[src/rtl/hfe_pkg.sv]
package hfe_pkg;

   localparam logic [7:0] FLAG_BYTE = 8'h7E;
   localparam logic [7:0] ESC_BYTE = 8'h7D;
   localparam logic [7:0] ESC_XOR = 8'h20;
   localparam logic [15:0] CRC_INIT = 16'hFFFF;
   localparam logic [15:0] CRC_POLY = 16'h8408;

   localparam logic [2:0] PH_OPEN = 3'd0;
   localparam logic [2:0] PH_DATA = 3'd1;
   localparam logic [2:0] PH_FCS_LO = 3'd2;
   localparam logic [2:0] PH_FCS_HI = 3'd3;
   localparam logic [2:0] PH_CLOSE = 3'd4;

   typedef struct packed {
      logic        open_flag;
      logic [7:0]  data;
      logic        last;
      logic [15:0] fcs;
   } cmd_type;

   function automatic logic [15:0] crc_update(input logic [15:0] crc, input logic [7:0] b);
      logic [15:0] c;
      c = crc ^ {8'h00, b};
      for (int i = 0; i < 8; i++) begin
         if (c[0]) begin
            c = (c >> 1) ^ CRC_POLY;
         end else begin
            c = c >> 1;
         end
      end
      return c;
   endfunction

endpackage

[src/rtl/hfe_front.sv]
module hfe_front (
   input  logic                 clock,
   input  logic                 reset,
   input  logic                 req_valid,
   input  logic [7:0]           req_data_byte,
   input  logic                 req_last_byte,
   input  logic                 queue_full,
   output logic                 req_ready,
   output logic                 push,
   output hfe_pkg::cmd_type     push_cmd
);

   logic [15:0] crc_ff;
   logic [15:0] crc_in;
   logic        in_frame_ff;
   logic        in_frame_in;
   logic [15:0] crc_next;

   assign req_ready = !queue_full;
   assign push = req_valid && !queue_full;
   assign crc_next = hfe_pkg::crc_update(crc_ff, req_data_byte);

   always_comb begin
      push_cmd.open_flag = !in_frame_ff;
      push_cmd.data = req_data_byte;
      push_cmd.last = req_last_byte;
      push_cmd.fcs = ~crc_next;
      crc_in = crc_ff;
      in_frame_in = in_frame_ff;
      if (push) begin
         if (req_last_byte) begin
            crc_in = hfe_pkg::CRC_INIT;
            in_frame_in = 1'b0;
         end else begin
            crc_in = crc_next;
            in_frame_in = 1'b1;
         end
      end
   end

   always_ff @(posedge clock) begin
      if (reset) begin
         crc_ff <= hfe_pkg::CRC_INIT;
         in_frame_ff <= 1'b0;
      end else begin
         crc_ff <= crc_in;
         in_frame_ff <= in_frame_in;
      end
   end

endmodule

[src/rtl/hfe_queue.sv]
module hfe_queue #(
   parameter int DEPTH = 2
) (
   input  logic                 clock,
   input  logic                 reset,
   input  logic                 push,
   input  hfe_pkg::cmd_type     push_cmd,
   input  logic                 pop,
   output logic                 full,
   output logic                 head_valid,
   output hfe_pkg::cmd_type     head_cmd
);

   localparam int PTR_W = $clog2(DEPTH);
   localparam int CNT_W = $clog2(DEPTH + 1);
   localparam logic [PTR_W-1:0] LAST_PTR = PTR_W'(DEPTH - 1);
   localparam logic [CNT_W-1:0] FULL_CNT = CNT_W'(DEPTH);

   hfe_pkg::cmd_type entry_ff [DEPTH];
   logic [PTR_W-1:0] wr_ptr_ff;
   logic [PTR_W-1:0] rd_ptr_ff;
   logic [CNT_W-1:0] count_ff;
   logic [PTR_W-1:0] wr_ptr_in;
   logic [PTR_W-1:0] rd_ptr_in;
   logic [CNT_W-1:0] count_in;
   logic             do_push;
   logic             do_pop;

   assign full = (count_ff == FULL_CNT);
   assign head_valid = (count_ff != '0);
   assign head_cmd = entry_ff[rd_ptr_ff];
   assign do_push = push && !full;
   assign do_pop = pop && head_valid;

   always_comb begin
      wr_ptr_in = wr_ptr_ff;
      rd_ptr_in = rd_ptr_ff;
      count_in = count_ff;
      if (do_push) begin
         wr_ptr_in = (wr_ptr_ff == LAST_PTR) ? '0 : wr_ptr_ff + 1'b1;
      end
      if (do_pop) begin
         rd_ptr_in = (rd_ptr_ff == LAST_PTR) ? '0 : rd_ptr_ff + 1'b1;
      end
      if (do_push && !do_pop) begin
         count_in = count_ff + 1'b1;
      end else if (do_pop && !do_push) begin
         count_in = count_ff - 1'b1;
      end
   end

   always_ff @(posedge clock) begin
      if (reset) begin
         wr_ptr_ff <= '0;
         rd_ptr_ff <= '0;
         count_ff <= '0;
      end else begin
         wr_ptr_ff <= wr_ptr_in;
         rd_ptr_ff <= rd_ptr_in;
         count_ff <= count_in;
      end
   end

   always_ff @(posedge clock) begin
      if (do_push) begin
         entry_ff[wr_ptr_ff] <= push_cmd;
      end
   end

endmodule

[src/rtl/hfe_back.sv]
module hfe_back (
   input  logic                 clock,
   input  logic                 reset,
   input  logic                 head_valid,
   input  hfe_pkg::cmd_type     head_cmd,
   output logic                 pop,
   output logic                 rsp_valid,
   input  logic                 rsp_ready,
   output logic [7:0]           rsp_out_byte,
   output logic                 rsp_run_last,
   output logic                 rsp_frame_end
);

   logic [2:0] phase_ff;
   logic [2:0] phase_in;
   logic       esc_ff;
   logic       esc_in;
   logic       rsp_valid_ff;
   logic       rsp_valid_in;
   logic [7:0] out_byte_ff;
   logic       run_last_ff;
   logic       frame_end_ff;
   logic       load;
   logic [2:0] eff_phase;
   logic [7:0] cur_byte;
   logic [7:0] emit_byte;
   logic       emit_last;
   logic       emit_end;
   logic       byte_done;

   assign load = head_valid && (!rsp_valid_ff || rsp_ready);
   assign eff_phase = (phase_ff == hfe_pkg::PH_OPEN && !head_cmd.open_flag) ?
                      hfe_pkg::PH_DATA : phase_ff;

   always_comb begin
      case (eff_phase)
         hfe_pkg::PH_FCS_LO: cur_byte = head_cmd.fcs[7:0];
         hfe_pkg::PH_FCS_HI: cur_byte = head_cmd.fcs[15:8];
         default:            cur_byte = head_cmd.data;
      endcase
   end

   always_comb begin
      emit_byte = cur_byte;
      emit_last = 1'b0;
      emit_end = 1'b0;
      byte_done = 1'b0;
      pop = 1'b0;
      phase_in = phase_ff;
      esc_in = esc_ff;
      case (eff_phase)
         hfe_pkg::PH_OPEN: begin
            emit_byte = hfe_pkg::FLAG_BYTE;
            phase_in = hfe_pkg::PH_DATA;
         end
         hfe_pkg::PH_CLOSE: begin
            emit_byte = hfe_pkg::FLAG_BYTE;
            emit_last = 1'b1;
            emit_end = 1'b1;
            pop = 1'b1;
            phase_in = hfe_pkg::PH_OPEN;
         end
         hfe_pkg::PH_DATA, hfe_pkg::PH_FCS_LO, hfe_pkg::PH_FCS_HI: begin
            if (esc_ff) begin
               emit_byte = cur_byte ^ hfe_pkg::ESC_XOR;
               esc_in = 1'b0;
               byte_done = 1'b1;
            end else if (cur_byte == hfe_pkg::FLAG_BYTE || cur_byte == hfe_pkg::ESC_BYTE) begin
               emit_byte = hfe_pkg::ESC_BYTE;
               esc_in = 1'b1;
               phase_in = eff_phase;
            end else begin
               byte_done = 1'b1;
            end
            if (byte_done) begin
               if (eff_phase == hfe_pkg::PH_DATA) begin
                  if (head_cmd.last) begin
                     phase_in = hfe_pkg::PH_FCS_LO;
                  end else begin
                     emit_last = 1'b1;
                     pop = 1'b1;
                     phase_in = hfe_pkg::PH_OPEN;
                  end
               end else if (eff_phase == hfe_pkg::PH_FCS_LO) begin
                  phase_in = hfe_pkg::PH_FCS_HI;
               end else begin
                  phase_in = hfe_pkg::PH_CLOSE;
               end
            end
         end
         default: begin
            phase_in = hfe_pkg::PH_OPEN;
            esc_in = 1'b0;
         end
      endcase
      if (!load) begin
         pop = 1'b0;
         phase_in = phase_ff;
         esc_in = esc_ff;
      end
   end

   always_comb begin
      rsp_valid_in = rsp_valid_ff;
      if (load) begin
         rsp_valid_in = 1'b1;
      end else if (rsp_ready) begin
         rsp_valid_in = 1'b0;
      end
   end

   always_ff @(posedge clock) begin
      if (reset) begin
         phase_ff <= hfe_pkg::PH_OPEN;
         esc_ff <= 1'b0;
         rsp_valid_ff <= 1'b0;
      end else begin
         phase_ff <= phase_in;
         esc_ff <= esc_in;
         rsp_valid_ff <= rsp_valid_in;
      end
   end

   always_ff @(posedge clock) begin
      if (load) begin
         out_byte_ff <= emit_byte;
         run_last_ff <= emit_last;
         frame_end_ff <= emit_end;
      end
   end

   assign rsp_valid = rsp_valid_ff;
   assign rsp_out_byte = out_byte_ff;
   assign rsp_run_last = run_last_ff;
   assign rsp_frame_end = frame_end_ff;

endmodule

[src/rtl/hdlc_frame_encoder_crc16.sv]
// Asynchronous HDLC framer with a CRC-16/X.25 frame check sequence.
// The request channel takes one payload byte per transfer together with a
// mark that says whether it ends the frame. The response channel gives one
// line byte per transfer: the opening flag before a frame's first byte, each
// payload byte stuffed into one or two bytes, and on the last byte the
// complemented CRC (low byte first, stuffed) and the closing flag.
// The front computes the CRC of a byte in the cycle it is accepted and places
// a command in a small queue of QUEUE_DEPTH entries; the back sequences the
// line bytes of each command into the output register.
// The first line byte of an item passes through the queue and then the output register.
// The back emits one line byte per cycle while the receiver is ready; an item
// causes 1 to 8 line bytes, one or two per payload byte plus flags and CRC.
// Reset clears the CRC to 0xFFFF, drops any open frame, and empties the
// queue and the output register. When the receiver stalls, the output holds
// and the queue absorbs further requests until it fills; then req_ready drops.
module hdlc_frame_encoder_crc16 #(
   parameter int QUEUE_DEPTH = 2
) (
   input  logic       clock,
   input  logic       reset,
   input  logic       req_valid,
   output logic       req_ready,
   input  logic [7:0] req_data_byte,
   input  logic       req_last_byte,
   output logic       rsp_valid,
   input  logic       rsp_ready,
   output logic [7:0] rsp_out_byte,
   output logic       rsp_run_last,
   output logic       rsp_frame_end
);

   hfe_pkg::cmd_type push_cmd;
   hfe_pkg::cmd_type head_cmd;
   logic             push;
   logic             pop;
   logic             queue_full;
   logic             head_valid;

   hfe_front u_front (
      .clock         (clock),
      .reset         (reset),
      .req_valid     (req_valid),
      .req_data_byte (req_data_byte),
      .req_last_byte (req_last_byte),
      .queue_full    (queue_full),
      .req_ready     (req_ready),
      .push          (push),
      .push_cmd      (push_cmd)
   );

   hfe_queue #(
      .DEPTH (QUEUE_DEPTH)
   ) u_queue (
      .clock      (clock),
      .reset      (reset),
      .push       (push),
      .push_cmd   (push_cmd),
      .pop        (pop),
      .full       (queue_full),
      .head_valid (head_valid),
      .head_cmd   (head_cmd)
   );

   hfe_back u_back (
      .clock         (clock),
      .reset         (reset),
      .head_valid    (head_valid),
      .head_cmd      (head_cmd),
      .pop           (pop),
      .rsp_valid     (rsp_valid),
      .rsp_ready     (rsp_ready),
      .rsp_out_byte  (rsp_out_byte),
      .rsp_run_last  (rsp_run_last),
      .rsp_frame_end (rsp_frame_end)
   );

endmodule
[config.mk]
export PLATFORM = sky130hd
export DESIGN_NAME = hdlc_frame_encoder_crc16
export DESIGN_NICKNAME = d
export VERILOG_FILES = /design/src/rtl/hfe_pkg.sv /design/src/rtl/hfe_front.sv /design/src/rtl/hfe_queue.sv /design/src/rtl/hfe_back.sv /design/src/rtl/hdlc_frame_encoder_crc16.sv
export SDC_FILE = /design/constraint.sdc
export NUM_CORES = 1
export LEC_CHECK = 0
export ABC_AREA = 1
export BUFFER_PORTS_ARGS = -buffer_cell sky130_fd_sc_hd__buf_2
export CORE_MARGIN = 2
export CORE_UTILIZATION = 45
export DETAILED_ROUTE_END_ITERATION = 7
export MAX_ROUTING_LAYER = met4
export PLACE_DENSITY = 0.64
export SETUP_SLACK_MARGIN = 0.3
export SYNTH_ARGS = -nofsm -noshare
export SYNTH_HDL_FRONTEND = slang
export SYNTH_HIERARCHICAL = 1
export SYNTH_SLANG_ARGS = --single-unit
export TNS_END_PERCENT = 1
[constraint.sdc]
create_clock -name clock -period 3.3 [get_ports clock]
set_clock_uncertainty 0.2 [all_clocks]
set_input_delay 0.495 -clock clock [delete_from_list [all_inputs] [get_ports clock]]
set_output_delay 0.495 -clock clock [all_outputs]
set_load 0.05 [all_outputs]
## After elaboration in Yosys (flattened, before gate mapping)

Memories as Yosys holds them, arrays and structs flattened. A register that Yosys moved wholly into a read port is not among the register bits.
Cells that the tools add are included.

| operators by class | value |
|---|---|
| add/sub/neg operators | 4 |
| equal/unequal tests | 9 |
| multiplexer cells | 44 |
| bitwise operators | 12 |
| reduce and logical (&&, ||, !) cells | 24 |

Operators by type and width:

| operator | number |
|---|---|
| two-way mux 16 bit | 9 |
| case mux 8 bit (2 select lines) | 2 |
| NOT 2 -> 3 bit | 8 |
| two-way mux 1 bit | 19 |
| two-way mux 3 bit | 6 |
| equality test 8 x 7 -> 1 bit, second input constant | 2 |
| two-way mux 8 bit | 2 |
| NOT 16 bit | 1 |
| XOR 16 x 8 -> 16 bit | 1 |
| logical AND 1 bit | 7 |
| equality test 3 x 2 -> 1 bit, second input constant | 2 |
| zero test 1 bit | 6 |
| zero test 3 bit | 2 |
| two-way mux 2 bit | 3 |
| case mux 3 bit (2 select lines) | 1 |
| nonzero test 2 bit | 3 |
| case mux 1 bit (2 select lines) | 2 |
| equality test 3 x 1 -> 1 bit, second input constant | 1 |
| equality test 3 bit, second input constant | 1 |
| inequality test 3 x 1 -> 1 bit, second input constant | 1 |
| inequality test 3 bit, second input constant | 1 |
| AND reduction 3 bit | 1 |
| OR reduction 3 bit | 1 |
| adder 1 bit, second input constant | 2 |
| 7 further kinds | 9 |

| word-level totals | value |
|---|---|
| flip-flop bits (word level) | 36 |
| memory bits (writable) | 52 |
| input port bits | 13 |
| output and inout bits | 12 |
| memories | 1 |

Memory list:

| name | words | bits a word | rd ports | clocked after memory_dff | wr ports | RTL line | source |
|---|---|---|---|---|---|---|---|
| u_queue.entry_ff | 2 | 26 | 1 | 1 | 1 | hfe_queue.sv:19 | `hfe_pkg::cmd_type entry_ff [DEPTH];` |

## Logic depth before layout (Yosys ltp)

Gate-level depths: netlist of the first run.

| depth | value |
|---|---|
| depth in word-level cells | 18 |
| depth in mapped cells | 21 |

## Hierarchy

The synthesis of the first run kept the hierarchy.

Modules (own cells, without submodules):

| module | times used | cells an instance | area an instance (sq um) |
|---|---|---|---|
| hfe_queue | 1 | 118 | 2224.6 |
| hfe_front | 1 | 214 | 1242.4 |
| hfe_back | 1 | 149 | 1018.5 |

## Least setup slack after synthesis of the first run

Ideal clock, no wire load.

| timing | value |
|---|---|
| kind | register to register |
| from | register u_queue.count_ff[1] |
| to | memory u_queue/entry_ff[1][0] in the netlist's numbering, enable pin |
| arrival | 2398 ps |
| required time | 2691 ps |
| slack | 293 ps |
| stages on the path, launching flop included | 9 |
| period minus slack after synthesis | 3007 ps |
| cells stage by stage | dfxtp_1 inv_1 nor2_1 inv_1 nand2_2 buf_6 inv_4 o21ai_2 nor2_1 |

| on the way | value |
|---|---|
| word-level cells in the longest chain between the ends | 6 |

Ends and longest elaborated chain:

| what | RTL line | source |
|---|---|---|
| from (decl) | hfe_queue.sv:22 | `logic [CNT_W-1:0] count_ff;` |
| from (signal assigned) | hfe_queue.sv:60 | `count_ff <= count_in;` |
| equality test 2 bit | hfe_queue.sv:29 | `assign full = (count_ff == FULL_CNT);` |
| via queue_full | hdlc_frame_encoder_crc16.sv:36 | `logic queue_full;` |
| zero test 1 bit | -- |  |
| via req_ready | hdlc_frame_encoder_crc16.sv:22 | `output logic req_ready,` |
| logical AND 1 bit | hfe_front.sv:20 | `assign push = req_valid && !queue_full;` |
| via push | hdlc_frame_encoder_crc16.sv:34 | `logic push;` |
| logical AND 1 bit | hfe_queue.sv:32 | `assign do_push = push && !full;` |
| two-way mux 1 bit | hfe_queue.sv:65 | `if (do_push) begin` |
| two-way mux 1 bit (not written as such) | hfe_queue.sv:66 | `entry_ff[wr_ptr_ff] <= push_cmd;` |
| to (decl) | hfe_queue.sv:19 |  |

The timed path passes the listed nets, and every way through them passes these cells.

==> impl_metrics.tcl, run 1 <==
set metrics [dict create \
    drc_errors 0 \
    synth_warnings 6 \
    finalHoldViolCount 0 \
    cp_num_buf_inv 4 \
    dieArea_um2 10800 \
    cp_slowest_cell "dfxtp_1" \
    die_h_um 104 \
    cap_violations 0 \
    drt_wl_total_um 8280 \
    netSwitchingFraction_pct 39.8 \
    synth-compound-area-share_pct 4.30 \
    synth_cells 481 \
    leakagePower_uw 0.00221 \
    fin_crit_sh_pct 83.0 \
    synth_seq_area_share_pct 53.6 \
    gp_congestion 0.844 \
    use_met3_pct 3.96 \
    synth-main-ff-cell "edfxtp_1" \
    setup_tns_ns 0 \
    ctsHtreeMaxLevel 3 \
    slew_violations 0 \
    synth.cell_area_um2 4490 \
    io_buffers 24 \
    grt_max_degree 27 \
    clock-root-buffer "clkbuf_8" \
    critPathTopFamily "simple AND/OR/NAND/NOR gates" \
    finalSetupViolCount 0 \
    drt_iter0_drc 88 \
    met2_usage_pct 27.2 \
    vias 3066 \
    hpwl_um 6070 \
    use_met1_pct 21.1 \
    status "completed" \
    fin_nets 520 \
    io_pins 25 \
    synth.distinct_cells 31 \
    syn_avg_cell_area_um2 9.33 \
    synth.area.mux_share_pct 8.20 \
    criticalPathCategory "reg2reg" \
    synth_nets 495 \
    synth_top_family_by_area "simple AND/OR/NAND/NOR gates" \
    switchingPower_uw 1500 \
    p_per_area_nw_per_um2 772 \
    insertion_delay_ns 0.36 \
    p_int_uw 2260 \
    first_pass_iters 4 \
    cts_buffer_depth 2 \
    clkSinkCount 89 \
    rrSetupSlack_ns 0.56 \
    grt.overflow.total 0 \
    start_util_pct 46.1 \
    ys_ff_latch 89 \
    crit_arrival_ns 2.84 \
    area_growth_pct 8.54 \
    grt_pass1_vias 2931 \
    clockPowerShare_pct 18.8 \
    grt_pass1_wl_um 14000 \
    path_max_fanout 9 \
    utilization_pct 50.0 \
    antenna_found_initial 0 \
    wl_per_cell_um 12.9 \
    drive_gt1_share_pct 21.9 \
    rsz0062_at_grt "no" \
    rows 36 \
    cts_tree "built" \
    clk_pin_slew_ns 0.09 \
    hold_class "in2reg" \
    cp.required_ns 3.41 \
    max_stage_delay_ns 0.36 \
    synth_simple_gate_area_share_pct 24.1 \
    fin_hold_ws_ns 0.167 \
    synthAdderAreaFrac_pct 0.279 \
    pwr-share-seq_pct 43.6 \
    track_usage_pct 16.8 \
    drtAntennaViolNets 0 \
    tightest_slew_ns 0.577 \
    num_antenna_cells 0 \
    slew_headroom_pct 61.5 \
    finalPower_uw 3760 \
    synthArstFlopShare_pct 0 \
    busiest_layer "met2" \
    power_frac_comb_pct 37.7 \
    synth-xor-area-share_pct 0.586 \
    worstPathCellList "buf_4 -> mux2_2 -> inv_1 -> nand2_2 -> nand3_2 -> nor2_2 -> nand2_2 -> nor2_4 -> nand3_2 -> nand2_1 -> a21oi_1 -> nand2_1 -> ha_1 -> inv_1 -> nand3_1 -> nand2_1 -> inv_1 -> nor2_1" \
    synth_edf_count 62 \
    post-cts-setup-buffer-count 0 \
    cp-start-kind "register" \
    viasPerCell 4.76 \
    fp.dieW_um 104 \
    max_freq_mhz 365 \
    period_minus_slack_ns 2.74 \
    ir_drop_uv 403 \
    core-area_um2 9730 \
    numCtsBuffers 9 \
    end_kind "register" \
]
cell families (layout without fill, tap and decap cells):
logic type                 count (synthesis)  in the layout
DFF                                       89             89
xor gates and xnor gates                   3              3
buffers and inverters                     85            115
adders and majority gates                  1              1
AOI/OAI and AO/OA                         35             35
muxes                                     26             26
and+or+nand+nor                          242            242
layout make-up:
type                            count  area (um^2)
Clock inverter                      7         65.1
Timing Repair Buffer               28          154
Fill cell                         944         4860
Tap cell                          133          166
Inverter                           71          269
Clock buffer                        9          124
Multi-Input combinational cell    307         1690
Sequential cell                    89         2400
path summary, 6_finish.rpt:
| check | end | cells after the start | startpoint |
|---|---|---|---|
| setup / recovery | u_queue/count_ff[1]$_SDFFE_PP0P_ | 18 | register |
| hold / removal | u_queue/entry_ff[1][20]$_DFFE_PP_ | 1 | req_data_byte[3] |
| setup reg to reg | u_queue/count_ff[1]$_SDFFE_PP0P_ | 18 | register |
| hold reg to reg | u_front/in_frame_ff$_SDFFE_PP0P_ | 2 | u_front/in_frame_ff$_SDFFE_PP0P_ |
routing by layer:
| layer | routed length (um) | share of wire [%] | vias up |
|---|---|---|---|
| met5 | 0 | 0 | - |
| met4 | 114 | 1.4 | 0 |
| met3 | 330 | 4.0 | 8 |
| met2 | 3960 | 48 | 50 |
| met1 | 3880 | 47 | 1420 |
| li1 | - | - | 1588 |
worst reg2reg max path, stage by stage, from the launching register on:
cell and delay (ns):
dfxtp_1 0.36, buf_4 0.22, mux2_2 0.36, inv_1 0.07, nand2_2 0.06, nand3_2 0.12
nor2_2 0.05, nand2_2 0.07, nor2_4 0.04, nand3_2 0.09, nand2_1 0.08, a21oi_1 0.21
nand2_1 0.09, ha_1 0.33, inv_1 0.08, nand3_1 0.08, nand2_1 0.07, inv_1 0.04
nor2_1 0.08
timing repair:
| item | CTS | global route |
|---|---|---|
| hold buffers | 0 | 0 |
| resized for setup | 0 | 2 |
| endpoints found under the setup margin | 0 | 2 |
cells in the final DEF (no fill, tap or decap), types with 15 or more instances in the layout:
| master | instances |
|---|---|
| buf_2 | 24 |
| o21ai_0 | 15 |
| nor2_1 | 20 |
| nand3_1 | 15 |
| nand2_2 | 20 |
| edfxtp_1 | 62 |
| nand2_1 | 160 |
| mux2_4 | 20 |
| inv_1 | 62 |
| dfxtp_1 | 27 |
metrics by stage:
step / cells / cell area (um^2) / worst slack (ns)
floorplan: 481 / 4490 / 0.293
global placement: 628 / 4670 / 0.593
detailed placement: 628 / 4670 / 0.494
CTS: 644 / 4860 / 0.472
global route: 644 / 4870 / 0.307
finish: 644 / 4870 / 0.562
power groups by stage:
stage | registers (uW) | logic (uW) | clock network, uW
finish | 1640 | 1420 | 705
global route | 1670 | 1570 | 776
CTS | 1640 | 1420 | 734
detailed placement | 1660 | 1420 | 0
global placement | 1660 | 1400 | 0
floorplan | 1870 | 919 | 0
Yosys cell counts, types with 2 or more instances:
cell	count	area share (%)
nand3_2	2	0.45
nand4_1	6	0.84
inv_2	8	0.67
dfxtp_1	27	12
mux2_2	6	1.5
nand2_2	19	2.6
mux2_4	20	6.7
buf_6	2	0.50
o21ai_0	15	1.7
inv_1	62	5.2
and2_1	7	0.98
nor2_2	3	0.42
buf_4	9	1.5
nor2_4	3	0.75
buf_12	2	0.89
a21oi_1	10	1.1
nand2_1	161	13
nand3_1	15	1.7
o22ai_1	8	1.1
edfxtp_1	62	42
nor2_1	22	1.8
xor2_1	3	0.59
state kept, by name, indices dropped and copies added (netlist names), 2 cells and up, named ones only:
signal and count:
u_queue/entry_ff 52, u_front/crc_ff 16, u_back/rsp_out_byte 8, u_back/phase_ff 3
u_queue/count_ff 2
(Power assumes the default switching activity.)
==> inputs of run 2 (changes only) <==
ABC_AREA = 0   (was 1)
PLACE_DENSITY = 0.66   (was 0.64)
clock period = 2.4 ns   (was 3.3 ns; I/O delays follow)
==> run 2 against run 1 <==
The run now ends with negative setup slack left. Sequential power is 38% higher. Area after synthesis is 11% lower. Via count is 25% lower. Sequential share of layout area is 2.2 points higher. Die area is 10% lower. Sequential cell count stayed put. Critical endpoint unchanged.
==> impl_metrics.tcl, run 2 <==
set metrics [dict create \
    cts_hold_buffers 0 \
    largest-register "u_queue/entry_ff" \
    clock-root-buffer "clkbuf_8" \
    synth_cells 298 \
    die_h_um 98.3 \
    pre_cts_ws_ns -0.802 \
    core-area_um2 8680 \
    final_common_cell "edfxtp_1" \
    gp_congestion 0.826 \
    end_kind "register" \
    ctsHtreeMaxLevel 3 \
    yosysMostFrequentCell "edfxtp_1" \
    cts_tree "built" \
    syn_avg_cell_area_um2 13.4 \
    synth_top_area_cell "edfxtp_1" \
    area_growth_pct 16.8 \
    drc_errors 0 \
    clkSinkCount 89 \
    synth.cell_area_um2 4000 \
    fin_cells 460 \
    grt_max_degree 27 \
    fin_nets 361 \
    mostFrequentLayoutCells "62 x edfxtp_1, 32 x buf_4, 32 x mux2_2" \
    numCtsBuffers 9 \
    cp.required_ns 2.49 \
    hpwl_um 5140 \
    tightest_slew_ns 0.424 \
    slew_violations 0 \
    synth_edf_count 62 \
    hold_class "in2reg" \
    synthTopCellsByCount "62 x edfxtp_1, 34 x mux2_2, 27 x dfxtp_1, 21 x nor2_1, 16 x xnor2_1" \
    status "complete, but fails checks" \
    slew_headroom_pct 71.6 \
    cap_violations 0 \
    io_pins 25 \
    synth-main-ff-cell "edfxtp_1" \
    crit_arrival_ns 3.32 \
    largest_register_ffs 52 \
    insertion_delay_ns 0.36 \
    criticalPathCategory "reg2reg" \
    synth_nets 312 \
    leakagePower_uw 0.00169 \
    synth.distinct_cells 48 \
    fin_crit_sh_pct 134 \
    antenna_found_initial 0 \
    cts_buffer_depth 2 \
    synth_seq_area_share_pct 60.1 \
    rsz0062_at_grt "yes" \
    ir_drop_uv 331 \
    vias 2305 \
    first_pass_iters 4 \
    synthArstFlopShare_pct 0 \
    dp_cells 444 \
    design_area_um2 4670 \
    grt_pass1_vias 2332 \
    path_max_fanout 4 \
    start_util_pct 46.1 \
    viasPerCell 5.01 \
    io_buffers 24 \
    num_antenna_cells 0 \
    finalSetupViolCount 11 \
    drtAntennaViolNets 0 \
    max_freq_mhz 310 \
    drt_wl_total_um 7190 \
    grt_pass1_wl_um 11600 \
    drt_iter0_drc 80 \
    period_minus_slack_ns 3.22 \
    hold_start "req_data_byte[5]" \
    grt.overflow.total 0 \
    place_area_um2 4410 \
    final.setup.worst_slack_ns -0.823 \
    dieArea_um2 9650 \
    rows 34 \
    track_usage_pct 16.2 \
    clk_pin_slew_ns 0.08 \
    p_per_area_nw_per_um2 1150 \
    synthTopCellsByArea "edfxtp_1 47%, dfxtp_1 14%, mux2_2 9.6%" \
    synth_warnings 6 \
    fin_hold_ws_ns 0.0292 \
    synth_top_cell_area_share_pct 46.6 \
    ys_ff_latch 89 \
    cp-start-kind "register" \
    drive_gt1_share_pct 39.2 \
    wl_per_cell_um 15.6 \
    finalHoldViolCount 0 \
    violations "negative setup slack" \
    fp.dieW_um 98.3 \
]
## run 2: cell types whose count changed after synthesis, moves of 7 or more
cell | before | now
nand2_1 | 161 | 10
inv_1 | 62 | 11
mux2_2 | 6 | 34
mux2_4 | 20 | 1
nand2_2 | 19 | 0
xnor2_1 | 0 | 16
nand2b_1 | 0 | 14
nand3_1 | 15 | 1
mux2i_1 | 0 | 9
o21ai_0 | 15 | 7
inv_2 | 8 | 1
## run 2: cell families after synthesis
group / count (synthesis) / synth area share (%)
AND/OR/NAND/NOR: 67 / 8.95
adder cells (fa/ha/maj): 1 / 0.313
buffers and inverters: 32 / 5.10
XOR/XNOR: 29 / 7.86
flip-flops: 89 / 60.1
AO/OA/AOI/OAI: 36 / 5.48
multiplexers: 44 / 12.2
## run 2: layout make-up
class                      instances  area, um^2
fill                             767        4010
sequential                        89        2410
multi-input combinational        177        1490
timing repair buffer              58         400
clock buffer                      11         141
tap                              108         135
clock inverter                     5        56.3
inverter                          12        45.0
## run 2: through the flow
stage	power, uW	utilization, %	TNS (ns)
after floorplan	3720	-	-5.62
after global placement	4280	50.9	-3.33
after global routing	5670	53.8	-4.68
after CTS	5390	53.6	-3.65
after detailed placement	4330	50.9	-3.73
final	5370	53.8	-3.87
## run 2: final timing paths
path	cells after the start	slack, ns	end
setup reg to reg	10	-0.82	u_queue/count_ff[1]$_SDFFE_PP0P_
setup / recovery	10	-0.82	u_queue/count_ff[1]$_SDFFE_PP0P_
hold / removal	1	0.03	u_queue/entry_ff[1][22]$_DFFE_PP_
hold reg to reg	2	0.29	u_queue/wr_ptr_ff$_SDFFE_PP0N_
## run 2: routing by layer
layer / wire [um] / global-route usage [%]
met1: 3330 / 20.3
met2: 3570 / 25.6
met3: 153 / 2.58
met4: 133 / 7.90
met5: 0 / -
## run 2: critical path, cell delays in order (launching register included)
cell	delay [ns]
dfxtp_4	0.37
mux2_4	0.29
mux2_2	0.27
mux2i_2	0.18
or4b_4	0.50
or3_4	0.35
a22o_4	0.23
o21ai_4	0.07
ha_4	0.22
or3_1	0.34
a21oi_1	0.12
## run 2: report_power, final
group | switching [uW] | internal (uW)
registers | 128 | 2140
clock network | 514 | 508
logic | 1200 | 883
total | 1840 | 3530
## run 2: repair_timing
action                     in CTS  in global routing
gates resized for setup         8                  5
setup buffers                   0                  0
pin swaps                       0                  1
hold endpoints to repair        0                  0
setup endpoints to repair      13                 67
==> inputs of run 3 (changes only) <==
CORE_UTILIZATION = 25   (was 45)
PLACE_DENSITY = 0.43   (was 0.66)
==> run 3 against run 2 <==
The flow still finishes with violations (negative setup slack). Clock power increased by 49%. Setup slack improved by 0.054 ns. Via count increased by 0.78%. Worst hold slack improved by 0.00098 ns. Non-clock buffer count increased by 4. Die area increased by 76%. Core utilization decreased by 22 points. Critical endpoint unchanged. Largest cell class unchanged.
==> impl_metrics.tcl, run 3 (synthesis results as in run 2) <==
set metrics [dict create \
    status "complete, but fails checks" \
    violations "negative setup slack" \
    area_growth_pct 25.5 \
    clock-root-buffer "clkbuf_16" \
    cp-start-kind "register" \
    finalHoldViolCount 0 \
    cts_tree "built" \
    grt_pass1_wl_um 12800 \
    grt_pass1_vias 2289 \
    drt_iter0_drc 172 \
    max_freq_mhz 316 \
    fillCellCount 1585 \
    max_stage_delay_ns 0.48 \
    dieArea_um2 17000 \
    rows 46 \
    numCtsBuffers 9 \
    p_per_area_nw_per_um2 1190 \
    hold_depth 1 \
    drtAntennaViolNets 0 \
    viasPerCell 4.06 \
    design_area_um2 5020 \
    die_h_um 130 \
    period_minus_slack_ns 3.17 \
    finalSetupViolCount 11 \
    drive_gt1_share_pct 40.7 \
    min_to "u_queue/entry_ff[1][21]$_DFFE_PP_" \
    vias 2323 \
    mostFrequentLayoutCells "62 x edfxtp_1, 35 x buf_4, 32 x mux2_2" \
    cts_buffer_depth 2 \
    cp_slowest_cell "or4b_4" \
    cap_violations 0 \
    final.setup.worst_slack_ns -0.770 \
    path_max_fanout 4 \
    critPathTopFamily "simple AND/OR/NAND/NOR gates" \
    cts_hold_buffers 0 \
    rrSetupSlack_ns -0.77 \
    cp.required_ns 2.48 \
    leakagePower_uw 0.00178 \
    clk_pin_slew_ns 0.07 \
    criticalPathCategory "reg2reg" \
    final_common_cell "edfxtp_1" \
    hpwl_um 5850 \
    cp_num_buf_inv 0 \
    fp.dieW_um 130 \
    grt.overflow.total 0 \
    crit_arrival_ns 3.25 \
    tightest_slew_ns 0.425 \
    first_pass_iters 4 \
    core-area_um2 15800 \
    drc_errors 0 \
    clkSinkCount 89 \
    slew_headroom_pct 71.6 \
    hold_class "in2reg" \
    drt_wl_total_um 8400 \
    worstPathCellList "mux2_4 -> mux2_2 -> mux2i_1 -> or4b_4 -> or3_4 -> a22o_4 -> o21ai_4 -> ha_4 -> xor2_1 -> or3_1 -> a21oi_1" \
    insertion_delay_ns 0.34 \
    antenna_found_initial 0 \
    hold_start "req_data_byte[4]" \
    start_util_pct 25.3 \
    gp_congestion 0.819 \
    utilization_pct 31.8 \
    r2r_end "u_queue/count_ff[1]$_SDFFE_PP0P_" \
    io_pins 25 \
    place_area_um2 4580 \
    fin_nets 365 \
    rsz0062_at_grt "yes" \
    slew_violations 0 \
    largest_register_ffs 52 \
    track_usage_pct 10.8 \
    r2r_cells 11 \
    io_buffers 24 \
    num_antenna_cells 0 \
    fin_hold_ws_ns 0.0301 \
    pre_cts_ws_ns -0.834 \
    grt_max_degree 27 \
    ctsHtreeMaxLevel 3 \
    ir_drop_uv 400 \
    fin_crit_sh_pct 132 \
    end_kind "register" \
    largest-register "u_queue/entry_ff" \
    wl_per_cell_um 14.7 \
]
-- run 3: changes by cell type in the layout (fill, tap and decap cells not counted), moves of 2 or more --
| cell | change |
|---|---|
| clkbuf_8 | -10 |
| clkinv_2 | -2 |
| mux2i_4 | +2 |
| clkbuf_16 | +9 |
| buf_4 | +3 |
-- run 3: report_power, final --
group / leakage (uW) / total [uW] / internal (uW) / switching, uW
clock network: 0.000153 / 1520 / 917 / 604
logic: 0.000833 / 2180 / 920 / 1260
registers: 0.000794 / 2270 / 2150 / 128
total: 0.00178 / 5980 / 3980 / 1990
-- run 3: through the flow --
| step | total power, uW | setup TNS [ns] | cells |
|---|---|---|---|
| floorplan | 3720 | -5.62 | 298 |
| global placement | 4380 | -3.99 | 555 |
| detailed placement | 4380 | -4.52 | 555 |
| CTS | 6000 | -3.59 | 572 |
| global route | 6310 | -4.45 | 572 |
| finish | 5980 | -3.45 | 572 |
-- run 3: metal layers --
| layer | track usage, % | up-vias | routed length (um) |
|---|---|---|---|
| li1 | - | 1146 | - |
| met1 | 13.2 | 1123 | 3940 |
| met2 | 16.2 | 40 | 3850 |
| met3 | 3.75 | 14 | 383 |
| met4 | 5.13 | 0 | 229 |
| met5 | - | - | 0 |
-- run 3: final cells by class --
cell class / count / area (um^2) / share of cell area (%)
flip-flops and latches: 89 / 2410 / 48.0
repair buffers: 62 / 443 / 8.83
multi-input cells: 177 / 1530 / 30.5
inverters: 12 / 45.0 / 0.898
well taps: 216 / 270 / 5.39
clock inverters: 6 / 91.3 / 1.82
clock buffers: 10 / 229 / 4.56
-- run 3: timing repair --
action | 4_1_cts | 5_1_grt
buffers inserted | 1 | 0
resized for setup | 14 | 6
setup endpoints to repair | 66 | 68
-- run 3: worst register-to-register path, stage by stage, from the launching register on --
cell and delay, ns:
dfxtp_4 0.37, mux2_4 0.29, mux2_2 0.26, mux2i_1 0.17
or4b_4 0.48, or3_4 0.35, a22o_4 0.23, o21ai_4 0.07
ha_4 0.15, xor2_1 0.06, or3_1 0.35, a21oi_1 0.13
-- run 3: worst max-delay path by stage --
stage                  start                                to  slack (ns)  cells after the start
global route        register  u_queue/count_ff[1]$_SDFFE_PP0P_       -0.83                     11
global placement    register  u_queue/count_ff[1]$_SDFFE_PP0P_       -0.77                     12
CTS                 register  u_queue/count_ff[1]$_SDFFE_PP0P_       -0.76                     11
detailed placement  register  u_queue/count_ff[1]$_SDFFE_PP0P_       -0.83                     12
finish              register  u_queue/count_ff[1]$_SDFFE_PP0P_       -0.77                     11
floorplan           register  u_queue/count_ff[1]$_SDFFE_PP0P_       -0.96                     14
